--- src/design/cop_pkg.sv ---
// Package for the circular orbit position block.
// Holds the shared sizes, the register indexes, the CORDIC angle table, the controller
// state type and the command struct. It depends on nothing else.
`default_nettype none

package cop_pkg;

  // Sizes of the phase, of a position and of the rotation loop.
  localparam int PHASE_BITS   = 16;
  localparam int POS_BITS     = 32;
  localparam int CORDIC_STEPS = 16;

  // Width of the register write data; the radius is the widest register.
  localparam int CFG_DATA_W = 31;
  localparam int CFG_ADDR_W = 2;

  // Width of the rotation step counter.
  localparam int ITER_W = (CORDIC_STEPS > 1) ? $clog2(CORDIC_STEPS) : 1;

  // Register indexes on the configuration port.
  typedef enum logic [CFG_ADDR_W-1:0] {
    REG_RADIUS       = 2'd0,
    REG_ANGULAR_STEP = 2'd1,
    REG_START_ANGLE  = 2'd2
  } cfg_reg_t;

  // Controller states.
  typedef enum logic [2:0] {
    ST_IDLE,
    ST_ROT,
    ST_TRIG,
    ST_PROD,
    ST_SUM
  } cop_state_t;

  // Commands from the controller to the datapath.
  typedef struct packed {
    logic              start;
    logic              rotate;
    logic [ITER_W-1:0] iter;
    logic              trig;
    logic              prod;
    logic              load_out;
  } cop_cmd_t;

  // Angle of atan(2^-i) in units of 2^32 per turn.
  function automatic logic signed [31:0] atan_turn32(input logic [4:0] i);
    logic signed [31:0] a;
    unique case (i)
      5'd0:    a = 32'sd536870912;
      5'd1:    a = 32'sd316933406;
      5'd2:    a = 32'sd167458907;
      5'd3:    a = 32'sd85004756;
      5'd4:    a = 32'sd42667331;
      5'd5:    a = 32'sd21354465;
      5'd6:    a = 32'sd10679838;
      5'd7:    a = 32'sd5340245;
      5'd8:    a = 32'sd2670163;
      5'd9:    a = 32'sd1335087;
      5'd10:   a = 32'sd667544;
      5'd11:   a = 32'sd333772;
      5'd12:   a = 32'sd166886;
      5'd13:   a = 32'sd83443;
      5'd14:   a = 32'sd41722;
      5'd15:   a = 32'sd20861;
      5'd16:   a = 32'sd10430;
      5'd17:   a = 32'sd5215;
      5'd18:   a = 32'sd2608;
      5'd19:   a = 32'sd1304;
      5'd20:   a = 32'sd652;
      5'd21:   a = 32'sd326;
      5'd22:   a = 32'sd163;
      5'd23:   a = 32'sd81;
      default: a = 32'sd0;
    endcase
    return a;
  endfunction

endpackage

`default_nettype wire

--- src/design/cop_ctrl.sv ---
// Controller for the circular orbit position block.
// Sequences accept, rotation steps, trig rounding, product and sum, and owns
// the output valid flag. Depends on cop_pkg.
`default_nettype none

module cop_ctrl
  import cop_pkg::*;
(
  input  wire logic     clk,
  input  wire logic     rst_n,
  input  wire logic     in_valid,
  output logic          in_ready,
  output logic          out_valid,
  input  wire logic     out_ready,
  output cop_cmd_t      cmd
);

  cop_state_t        state_r, state_nxt;
  logic [ITER_W-1:0] cnt_r, cnt_nxt;
  logic              out_valid_r, out_valid_nxt;
  logic              out_free;
  logic              last_step;

  assign out_free  = !out_valid_r || out_ready;
  assign last_step = (cnt_r == ITER_W'(CORDIC_STEPS - 1));

  // Next state.
  always_comb begin
    state_nxt = state_r;
    unique case (state_r)
      ST_IDLE: if (in_valid) state_nxt = ST_ROT;
      ST_ROT:  if (last_step) state_nxt = ST_TRIG;
      ST_TRIG: state_nxt = ST_PROD;
      ST_PROD: state_nxt = ST_SUM;
      ST_SUM:  if (out_free) state_nxt = ST_IDLE;
      default: state_nxt = ST_IDLE;
    endcase
  end

  // Outputs and commands.
  always_comb begin
    cmd           = '0;
    cmd.iter      = cnt_r;
    in_ready      = 1'b0;
    unique case (state_r)
      ST_IDLE: begin
        in_ready  = 1'b1;
        cmd.start = in_valid;
      end
      ST_ROT:  cmd.rotate = 1'b1;
      ST_TRIG: cmd.trig = 1'b1;
      ST_PROD: cmd.prod = 1'b1;
      ST_SUM:  cmd.load_out = out_free;
      default: cmd = '0;
    endcase
  end

  // Step counter runs only through the rotation steps.
  always_comb begin
    cnt_nxt = cnt_r;
    if (state_r == ST_ROT) begin
      cnt_nxt = last_step ? '0 : cnt_r + 1'b1;
    end
  end

  // Output valid is set by a load and cleared by a completed transfer.
  always_comb begin
    out_valid_nxt = out_valid_r;
    if (cmd.load_out) begin
      out_valid_nxt = 1'b1;
    end else if (out_ready) begin
      out_valid_nxt = 1'b0;
    end
  end

  always_ff @(posedge clk) begin
    if (!rst_n) begin
      state_r     <= ST_IDLE;
      cnt_r       <= '0;
      out_valid_r <= 1'b0;
    end else begin
      state_r     <= state_nxt;
      cnt_r       <= cnt_nxt;
      out_valid_r <= out_valid_nxt;
    end
  end

  assign out_valid = out_valid_r;

endmodule

`default_nettype wire

--- src/design/cop_datapath.sv ---
// Datapath for the circular orbit position block.
// Holds the registers, the phase, one shared CORDIC stage, the radius multipliers
// and the saturating adders. Depends on cop_pkg.
`default_nettype none

module cop_datapath
  import cop_pkg::*;
(
  input  wire logic                         clk,
  input  wire logic                         rst_n,
  input  wire logic                         cfg_we,
  input  wire logic [CFG_ADDR_W-1:0]        cfg_addr,
  input  wire logic [CFG_DATA_W-1:0]        cfg_data,
  input  wire logic signed [POS_BITS-1:0]   in_anchor_x,
  input  wire logic signed [POS_BITS-1:0]   in_anchor_y,
  input  wire cop_cmd_t                     cmd,
  output logic signed [POS_BITS-1:0]        out_pos_x,
  output logic signed [POS_BITS-1:0]        out_pos_y,
  output logic                              out_clipped
);

  // Rotation values are Q2.30 with headroom; z is in 2^32 per turn.
  localparam int CW      = 34;
  localparam int ZW      = 32;
  localparam int PROD_W  = 48;
  localparam int OFF_W   = PROD_W - 15;
  localparam int SUM_W   = ((POS_BITS > OFF_W) ? POS_BITS : OFF_W) + 1;
  localparam logic signed [CW-1:0] GAIN_Q30 = CW'(652032875);

  logic [30:0]               radius_r;
  logic signed [15:0]        step_r;
  logic [PHASE_BITS-1:0]     phase_r;
  logic [PHASE_BITS-1:0]     phase_next;
  logic [31:0]               phase_sum;
  logic [31:0]               angle32;
  logic [1:0]                quad_r;
  logic signed [CW-1:0]      x_r, y_r;
  logic signed [ZW-1:0]      z_r;
  logic signed [CW-1:0]      dx, dy;
  logic signed [ZW-1:0]      da;
  logic signed [POS_BITS-1:0] ax_r, ay_r;
  logic signed [15:0]        cos_q15, sin_q15;
  logic signed [15:0]        cs_r, sn_r;
  logic signed [PROD_W-1:0]  prod_x_r, prod_y_r;
  logic signed [PROD_W-1:0]  radius_ext;
  logic signed [PROD_W-1:0]  shift_x, shift_y;
  logic signed [SUM_W-1:0]   sum_x, sum_y;
  logic                      ovf_x, ovf_y;
  logic signed [POS_BITS-1:0] sat_x, sat_y;

  // Round a Q2.30 value to Q1.15 and keep it in the symmetric range.
  function automatic logic signed [15:0] to_q15(input logic signed [CW-1:0] v);
    logic signed [CW-1:0] r;
    logic signed [15:0]   q;
    r = (v + CW'(16384)) >>> 15;
    if (r > CW'(32767)) begin
      q = 16'sd32767;
    end else if (r < -CW'(32767)) begin
      q = -16'sd32767;
    end else begin
      q = r[15:0];
    end
    return q;
  endfunction

  // Saturation of a wide sum to the position range.
  function automatic logic signed [POS_BITS-1:0] sat_pos(input logic signed [SUM_W-1:0] s);
    logic [SUM_W-POS_BITS:0]     top;
    logic signed [POS_BITS-1:0]  r;
    top = s[SUM_W-1:POS_BITS-1];
    if (&top || !(|top)) begin
      r = s[POS_BITS-1:0];
    end else if (s[SUM_W-1]) begin
      r = {1'b1, {(POS_BITS-1){1'b0}}};
    end else begin
      r = {1'b0, {(POS_BITS-1){1'b1}}};
    end
    return r;
  endfunction

  // Configuration registers; a start angle write also loads the phase.
  always_ff @(posedge clk) begin
    if (!rst_n) begin
      radius_r <= '0;
      step_r   <= '0;
      phase_r  <= '0;
    end else if (cfg_we) begin
      unique case (cfg_addr)
        REG_RADIUS:       radius_r <= cfg_data;
        REG_ANGULAR_STEP: step_r   <= cfg_data[15:0];
        REG_START_ANGLE:  phase_r  <= PHASE_BITS'(32'(cfg_data[15:0]));
        default:          ;
      endcase
    end else if (cmd.start) begin
      phase_r <= phase_next;
    end
  end

  // Phase advance wraps modulo a full turn for either sign of step.
  assign phase_sum  = 32'(phase_r) + 32'(step_r);
  assign phase_next = phase_sum[PHASE_BITS-1:0];
  assign angle32    = 32'(phase_next) << (32 - PHASE_BITS);

  // One CORDIC rotation per cycle, shifts and angle chosen by the step index.
  assign dx = y_r >>> cmd.iter;
  assign dy = x_r >>> cmd.iter;
  assign da = atan_turn32(5'(cmd.iter));

  always_ff @(posedge clk) begin
    if (cmd.start) begin
      ax_r   <= in_anchor_x;
      ay_r   <= in_anchor_y;
      quad_r <= angle32[31:30];
      z_r    <= {2'b00, angle32[29:0]};
      x_r    <= GAIN_Q30;
      y_r    <= '0;
    end else if (cmd.rotate) begin
      if (!z_r[ZW-1]) begin
        x_r <= x_r - dx;
        y_r <= y_r + dy;
        z_r <= z_r - da;
      end else begin
        x_r <= x_r + dx;
        y_r <= y_r - dy;
        z_r <= z_r + da;
      end
    end
  end

  // Round to Q1.15 and fold in the quadrant.
  assign cos_q15 = to_q15(x_r);
  assign sin_q15 = to_q15(y_r);

  always_ff @(posedge clk) begin
    if (cmd.trig) begin
      unique case (quad_r)
        2'd0: begin cs_r <= cos_q15;  sn_r <= sin_q15;  end
        2'd1: begin cs_r <= -sin_q15; sn_r <= cos_q15;  end
        2'd2: begin cs_r <= -cos_q15; sn_r <= -sin_q15; end
        default: begin cs_r <= sin_q15; sn_r <= -cos_q15; end
      endcase
    end
  end

  // Radius times cosine and sine, Q16.16 by Q1.15.
  assign radius_ext = PROD_W'($signed({1'b0, radius_r}));

  always_ff @(posedge clk) begin
    if (cmd.prod) begin
      prod_x_r <= radius_ext * PROD_W'(cs_r);
      prod_y_r <= radius_ext * PROD_W'(sn_r);
    end
  end

  // Back to Q16.16, add the anchor and saturate.
  assign shift_x = (prod_x_r + PROD_W'(16384)) >>> 15;
  assign shift_y = (prod_y_r + PROD_W'(16384)) >>> 15;
  assign sum_x   = SUM_W'(ax_r) + SUM_W'($signed(shift_x[OFF_W-1:0]));
  assign sum_y   = SUM_W'(ay_r) + SUM_W'($signed(shift_y[OFF_W-1:0]));
  assign sat_x   = sat_pos(sum_x);
  assign sat_y   = sat_pos(sum_y);
  assign ovf_x   = (sat_x != sum_x[POS_BITS-1:0]);
  assign ovf_y   = (sat_y != sum_y[POS_BITS-1:0]);

  // Output register parts the datapath from the result channel.
  always_ff @(posedge clk) begin
    if (cmd.load_out) begin
      out_pos_x   <= sat_x;
      out_pos_y   <= sat_y;
      out_clipped <= ovf_x || ovf_y;
    end
  end

endmodule

`default_nettype wire

--- src/design/circular_orbit_position.sv ---
// Top level of the circular orbit position block.
// Joins the controller and the datapath. Depends on cop_pkg, cop_ctrl and cop_datapath.
//
// Each accepted input transfer is one tick carrying an anchor point. The tick adds
// angular_step to the kept phase (a full turn is 2^16 units, wrapping either way),
// runs a 16-step CORDIC on the new phase, and returns anchor plus radius times
// (cos, sin) in signed Q16.16, saturated, with clipped set if either coordinate
// saturated. Each item passes from acceptance to a loaded result in this order: accept,
// one rotation per step through the single shared CORDIC stage, then trig rounding,
// the radius multiply and the final sum, which waits until the output register is free.
// The block holds one item at a time; the result sits in an output register, so
// the next item is accepted as soon as the previous one is loaded there. Write
// the registers only while the block is idle, since a write takes effect at once;
// writing start_angle also loads the phase.
`default_nettype none

module circular_orbit_position
  import cop_pkg::*;
(
  input  wire logic                        clk,
  input  wire logic                        rst_n,
  input  wire logic                        cfg_we,
  input  wire logic [CFG_ADDR_W-1:0]       cfg_addr,
  input  wire logic [CFG_DATA_W-1:0]       cfg_data,
  input  wire logic                        in_valid,
  output logic                             in_ready,
  input  wire logic signed [POS_BITS-1:0]  in_anchor_x,
  input  wire logic signed [POS_BITS-1:0]  in_anchor_y,
  output logic                             out_valid,
  input  wire logic                        out_ready,
  output logic signed [POS_BITS-1:0]       out_pos_x,
  output logic signed [POS_BITS-1:0]       out_pos_y,
  output logic                             out_clipped
);

  cop_cmd_t cmd;

  // Sequencing of each tick.
  cop_ctrl u_ctrl (
    .clk       (clk),
    .rst_n     (rst_n),
    .in_valid  (in_valid),
    .in_ready  (in_ready),
    .out_valid (out_valid),
    .out_ready (out_ready),
    .cmd       (cmd)
  );

  // Registers, phase, CORDIC and output arithmetic.
  cop_datapath u_datapath (
    .clk         (clk),
    .rst_n       (rst_n),
    .cfg_we      (cfg_we),
    .cfg_addr    (cfg_addr),
    .cfg_data    (cfg_data),
    .in_anchor_x (in_anchor_x),
    .in_anchor_y (in_anchor_y),
    .cmd         (cmd),
    .out_pos_x   (out_pos_x),
    .out_pos_y   (out_pos_y),
    .out_clipped (out_clipped)
  );

endmodule

`default_nettype wire

--- config.mk ---
export PLATFORM = sky130hd
export DESIGN_NAME = circular_orbit_position
export DESIGN_NICKNAME = d
export VERILOG_FILES = /design/src/design/cop_pkg.sv /design/src/design/cop_ctrl.sv /design/src/design/cop_datapath.sv /design/src/design/circular_orbit_position.sv
export SDC_FILE = /design/constraint.sdc
export NUM_CORES = 2
export LEC_CHECK = 0
export ABC_AREA = 0
export BUFFER_PORTS_ARGS = -buffer_cell sky130_fd_sc_hd__buf_2
export CORE_UTILIZATION = 25
export DETAILED_ROUTE_END_ITERATION = 6
export MAX_ROUTING_LAYER = met4
export PLACE_DENSITY = 0.4
export SETUP_SLACK_MARGIN = 0.3
export SYNTH_ARGS = -nofsm -noshare
export SYNTH_HDL_FRONTEND = slang
export SYNTH_SLANG_ARGS = --single-unit
export TNS_END_PERCENT = 20
--- constraint.sdc ---
create_clock -name clk -period 7.6 [get_ports clk]
set_input_delay 0.38 -clock clk [delete_from_list [all_inputs] [get_ports clk]]
set_output_delay 0.38 -clock clk [all_outputs]
set_load 0.005 [all_outputs]
==> results.tsv <==
stage	metric	value	unit
status	status	complete, no violations	
routing	Routed WL	210	mm
synthesis	Synth area leader	fa_1	
routing	ANT nets after route	0	
floorplan	die width	507	um
timing	Final Setup Violations	0	
worst_hold_path	WHS Path Cells	3	
critical_path	crit path launch	u_datapath.cs_r[5]$_DFFE_PP_	
floorplan	core area	254000	sq um
timing	Sum Neg Setup Slack	0	ps
critical_path	worst-path fanout max	20	
final_layout	multi-input logic area	47900	sq um
grt	GR Util met1	0.208	
clock_tree	clock buffer depth	3	
pwr	sw frac	0.478	
run	Max Cap Viol	0	
final_layout	NumNets Final	8967	
grt	pin count of the biggest net entering global routing	76	
critical_path	FF-to-FF path depth	29	
floorplan	Initial Util	0.251	
grt	Most Used Layer, Global Route	met2	
clock_tree	H-tree lvl count	2	
synthesis	Yosys reg bits	402	
routing	DR vias	51600	
pwr	P_int	9.84	mW
floorplan	Die ar.	257000	sq um
clock_tree	CTS Root Cell	clkbuf_16	
timing	Max Clock Freq	0.142	GHz
grt	gr ovfl total	0	
routing	initial DRC count	2803	
synthesis	simple-gate share of the synthesized area	0.180	
grt	initial antenna violation count	6	
pwr	sequential power share	0.182	
synthesis	top-count cell post-synth	inv_1	
placed_design	port bufs	168	
synthesis	Top FF cell, synth	edfxtp_1	
clock_tree	TritonCTS buffer count	59	
critical_path	WS Path Type	flop to flop	
timing	Min Clock Period, post-route	7040	ps
grt	Global Route Usage Sum	0.167	
final_layout	Fillers	27000	
worst_hold_path	Hold Crit Start	cfg_data[16]	
routing	drt wl/cell	19.1	um
critical_path	crit path max-delay cell type	edfxtp_1	
clock_tree	CTS tree	done	
timing	Pins Over Slew Limit	0	
final_layout	P&R area growth vs syn	14.5	%
final_layout	FF+latch area	10500	sq um
synthesis	mux share of post-synthesis cell area	0.0364	
synthesis	synth warn	0	
timing	Layout Skew	45.9	ps
synthesis	syn_nets	8787	
synthesis	largest family of logic cells by synthesized area	adder cells	
pwr	leakage	32.0	nW
synthesis	async set-reset flop share out of synthesis	0	
pwr	pwr dens	258	nW/um^2
final_layout	fraction of layout instances using a drive strength above 1	0.0951	
synthesis	register area share after synthesis	0.165	
synthesis	Synth Area per Inst	8.64	sq um
critical_path	crit-path most repeated cell	fa_1	
synthesis	Synth area leaders	fa_1 (25%), edfxtp_1 (12%), ha_1 (9.6%), inv_1 (6.5%), nand2_1 (5.3%)	
routing	TritonRoute pass-1 iters	6	
synthesis	Yosys top cell area share	0.255	
timing	period utilization	0.926	
timing	setup repair after global routing missed its margin	yes	
pwr	Clk pwr share	0.158	
worst_hold_path	hold crit path type	input port to flop	
timing	measured slew at the worst slew-check pin	1250	ps
placed_design	dpl ws	54.2	ps
pwr	VDD IR max	0.000235	V
floorplan	Rows	185	
critical_path	CP Data Arrival Time	7480	ps
timing	Max-slew headroom	0.163	
critical_path	startpoint types	flop	
clock_tree	Sinks on Clock Net	402	
pwr	Logic pwr share	0.661	
synthesis	Post-Synth XOR/XNOR Area	0.0559	
placed_design	GPL Wtd Cong	0.865	
synthesis	Synth Area in Compound Gates	0.120	
synthesis	Cells after Synth	7382	
floorplan	IO Count	169	
timing	Hold Fails Final Rpt	0	
grt	met2 usage	0.290	
grt	GRT met3 Usage	0.0147	
synthesis	adder-cell share of the synthesized area	0.351	
routing	Vias per Instance	4.70	
clock_tree	worst skew pair latency	730	ps
clock_tree	Clock transition at path regs	60	ps
timing	worst hold slack	80.6	ps
critical_path	Max stage delay on crit path	530	ps
synthesis	post-synth cell types	105	
critical_path	reg2reg start	u_datapath.cs_r[5]$_DFFE_PP_	
routing	Post-route DRC	0	
grt	first-pass GRT wire length	327	mm
pwr	NetSw	9.01	mW
floorplan	Die Height	507	um
synthesis	Mapped Area	63800	sq um
grt	number of global-route vias before repair	54400	
critical_path	CP Capture Type	flop	
synthesis	Post-synth EDFFs	245	
synthesis	top cells by count, synth	inv_1 (1107), nand2_1 (905), fa_1 (812)	
critical_path	CP required	8040	ps
timing	setup slack after layout	561	ps
placed_design	dpl hpwl	164	mm
[path summary, 6_finish.rpt]
path / end / slack [ps]
worst max-delay path: u_datapath.prod_x_r[38]$_DFFE_PP_ / 560
worst min-delay path: u_datapath.radius_r[16]$_SDFFE_PN0P_ / 80
worst max register to register: u_datapath.prod_x_r[38]$_DFFE_PP_ / 560
worst min register to register: u_datapath.step_r[2]$_SDFFE_PN0P_ / 460
[repair_timing]
| action | in CTS | in global routing |
|---|---|---|
| endpoints found under the setup margin | 16 | 35 |
| cloned | 0 | 1 |
| resized for setup | 9 | 93 |
| buffers inserted | 3 | 15 |
| hold buffers | 92 | 0 |
| endpoints found under the hold margin | 106 | 0 |
| pin swaps | 3 | 46 |
[cells by family after synthesis]
| logic type | Yosys count |
|---|---|
| adder cells (fa/ha/maj) | 1304 |
| AND/OR/NAND/NOR | 2379 |
| buffers and inverters | 1522 |
| flip-flops | 402 |
| multiplexers | 161 |
| AO/OA/AOI/OAI | 1207 |
| XOR/XNOR | 407 |
[power groups by stage]
| stage | logic [mW] | registers (mW) | clock network (mW) |
|---|---|---|---|
| 2_1_floorplan | 9.10 | 3.12 | 0 |
| 3_3_place_gp | 12.2 | 3.46 | 0 |
| 3_5_place_dp | 12.2 | 3.46 | 0 |
| 4_1_cts | 12.4 | 3.42 | 3.11 |
| 5_1_grt | 13.9 | 3.48 | 3.17 |
| 6_report | 12.5 | 3.43 | 2.97 |
[metrics by stage]
step                      utilization  instances  total power, mW  instance area (sq um)
after floorplan                     -       7382             12.2                  63800
after CTS                       0.285      11000             18.9                  72500
after global placement          0.274      10800             15.6                  69500
after detailed placement        0.274      10800             15.7                  69500
after global routing            0.288      11000             20.6                  73100
final                           0.288      11000             18.8                  73100
[sequential cells by signal, indices dropped and copies added (netlist names)]
name                    count
u_datapath.quad_r           2
u_ctrl.out_valid            1
u_datapath.prod_y_r        34
u_datapath.ay_r            32
u_datapath.phase_r         16
u_datapath.out_pos_x       32
u_datapath.out_pos_y       32
u_datapath.radius_r        31
u_datapath.z_r             32
u_datapath.cs_r            16
u_datapath.sn_r            16
u_datapath.prod_x_r        34
u_datapath.ax_r            32
u_datapath.step_r          16
u_ctrl.cnt_r                4
u_datapath.y_r             34
u_ctrl.state_r              3
u_datapath.out_clipped      1
u_datapath.x_r             34
[layer usage]
layer	part of all wire	vias up	wire length, um
met4	0.024	0	5020
met2	0.50	859	105000
met3	0.031	202	6410
met5	0	-	0
li1	-	24500	-
met1	0.44	26000	93100
[critical path, delay by kind of cell (launching register included)]
| family | cells | cell delay (ps) |
|---|---|---|
| flops | 1 | 530 |
| fa+ha+maj | 7 | 3360 |
| compound gates | 7 | 900 |
| buf+inv | 9 | 1050 |
| xor+xnor | 1 | 140 |
| simple gates | 5 | 770 |
[placed cells by master, fill, tap and decap left out, types with 16 or more instances in the layout]
cell           netlist  final
inv_1             1107   1106
nand2_1            905    900
fa_1               812    807
ha_1               491    483
and2_1             451    443
nor2_1             373    369
a21oi_1            373    366
o21ai_0            270    263
xnor2_1            257    257
edfxtp_1           245    245
buf_4                6    222
nand3_1            187    185
buf_2               34    168
xor2_1             150    150
dfxtp_1            157    145
a21o_1             105    105
nor3_1             105    102
dlygate4sd3_1        0     92
mux2i_1             93     87
a31oi_1             72     68
nand2b_1            61     61
clkbuf_16            0     61
nand4_1             54     54
and3_1              55     54
nor2b_1             50     50
mux4_2              41     41
o21a_1              39     38
o211ai_1            36     36
o21bai_1            34     34
buf_12               3     32
or3_1               29     29
a211oi_1            31     27
o22ai_1             24     23
nor4_1              20     19
o31ai_1             20     17
or2_2               17     17
a311oi_1            16     16
[cell type report]
type,count,area share
diodes,5,0.000171
clock buffers,76,0.0223
clock inverters,34,0.00536
inverters,1116,0.0574
multi-input cells,5458,0.656
flip-flops and latches,402,0.144
well taps,3366,0.0576
repair buffers,525,0.0577
No activity file was read; power rests on OpenSTA's default activity.
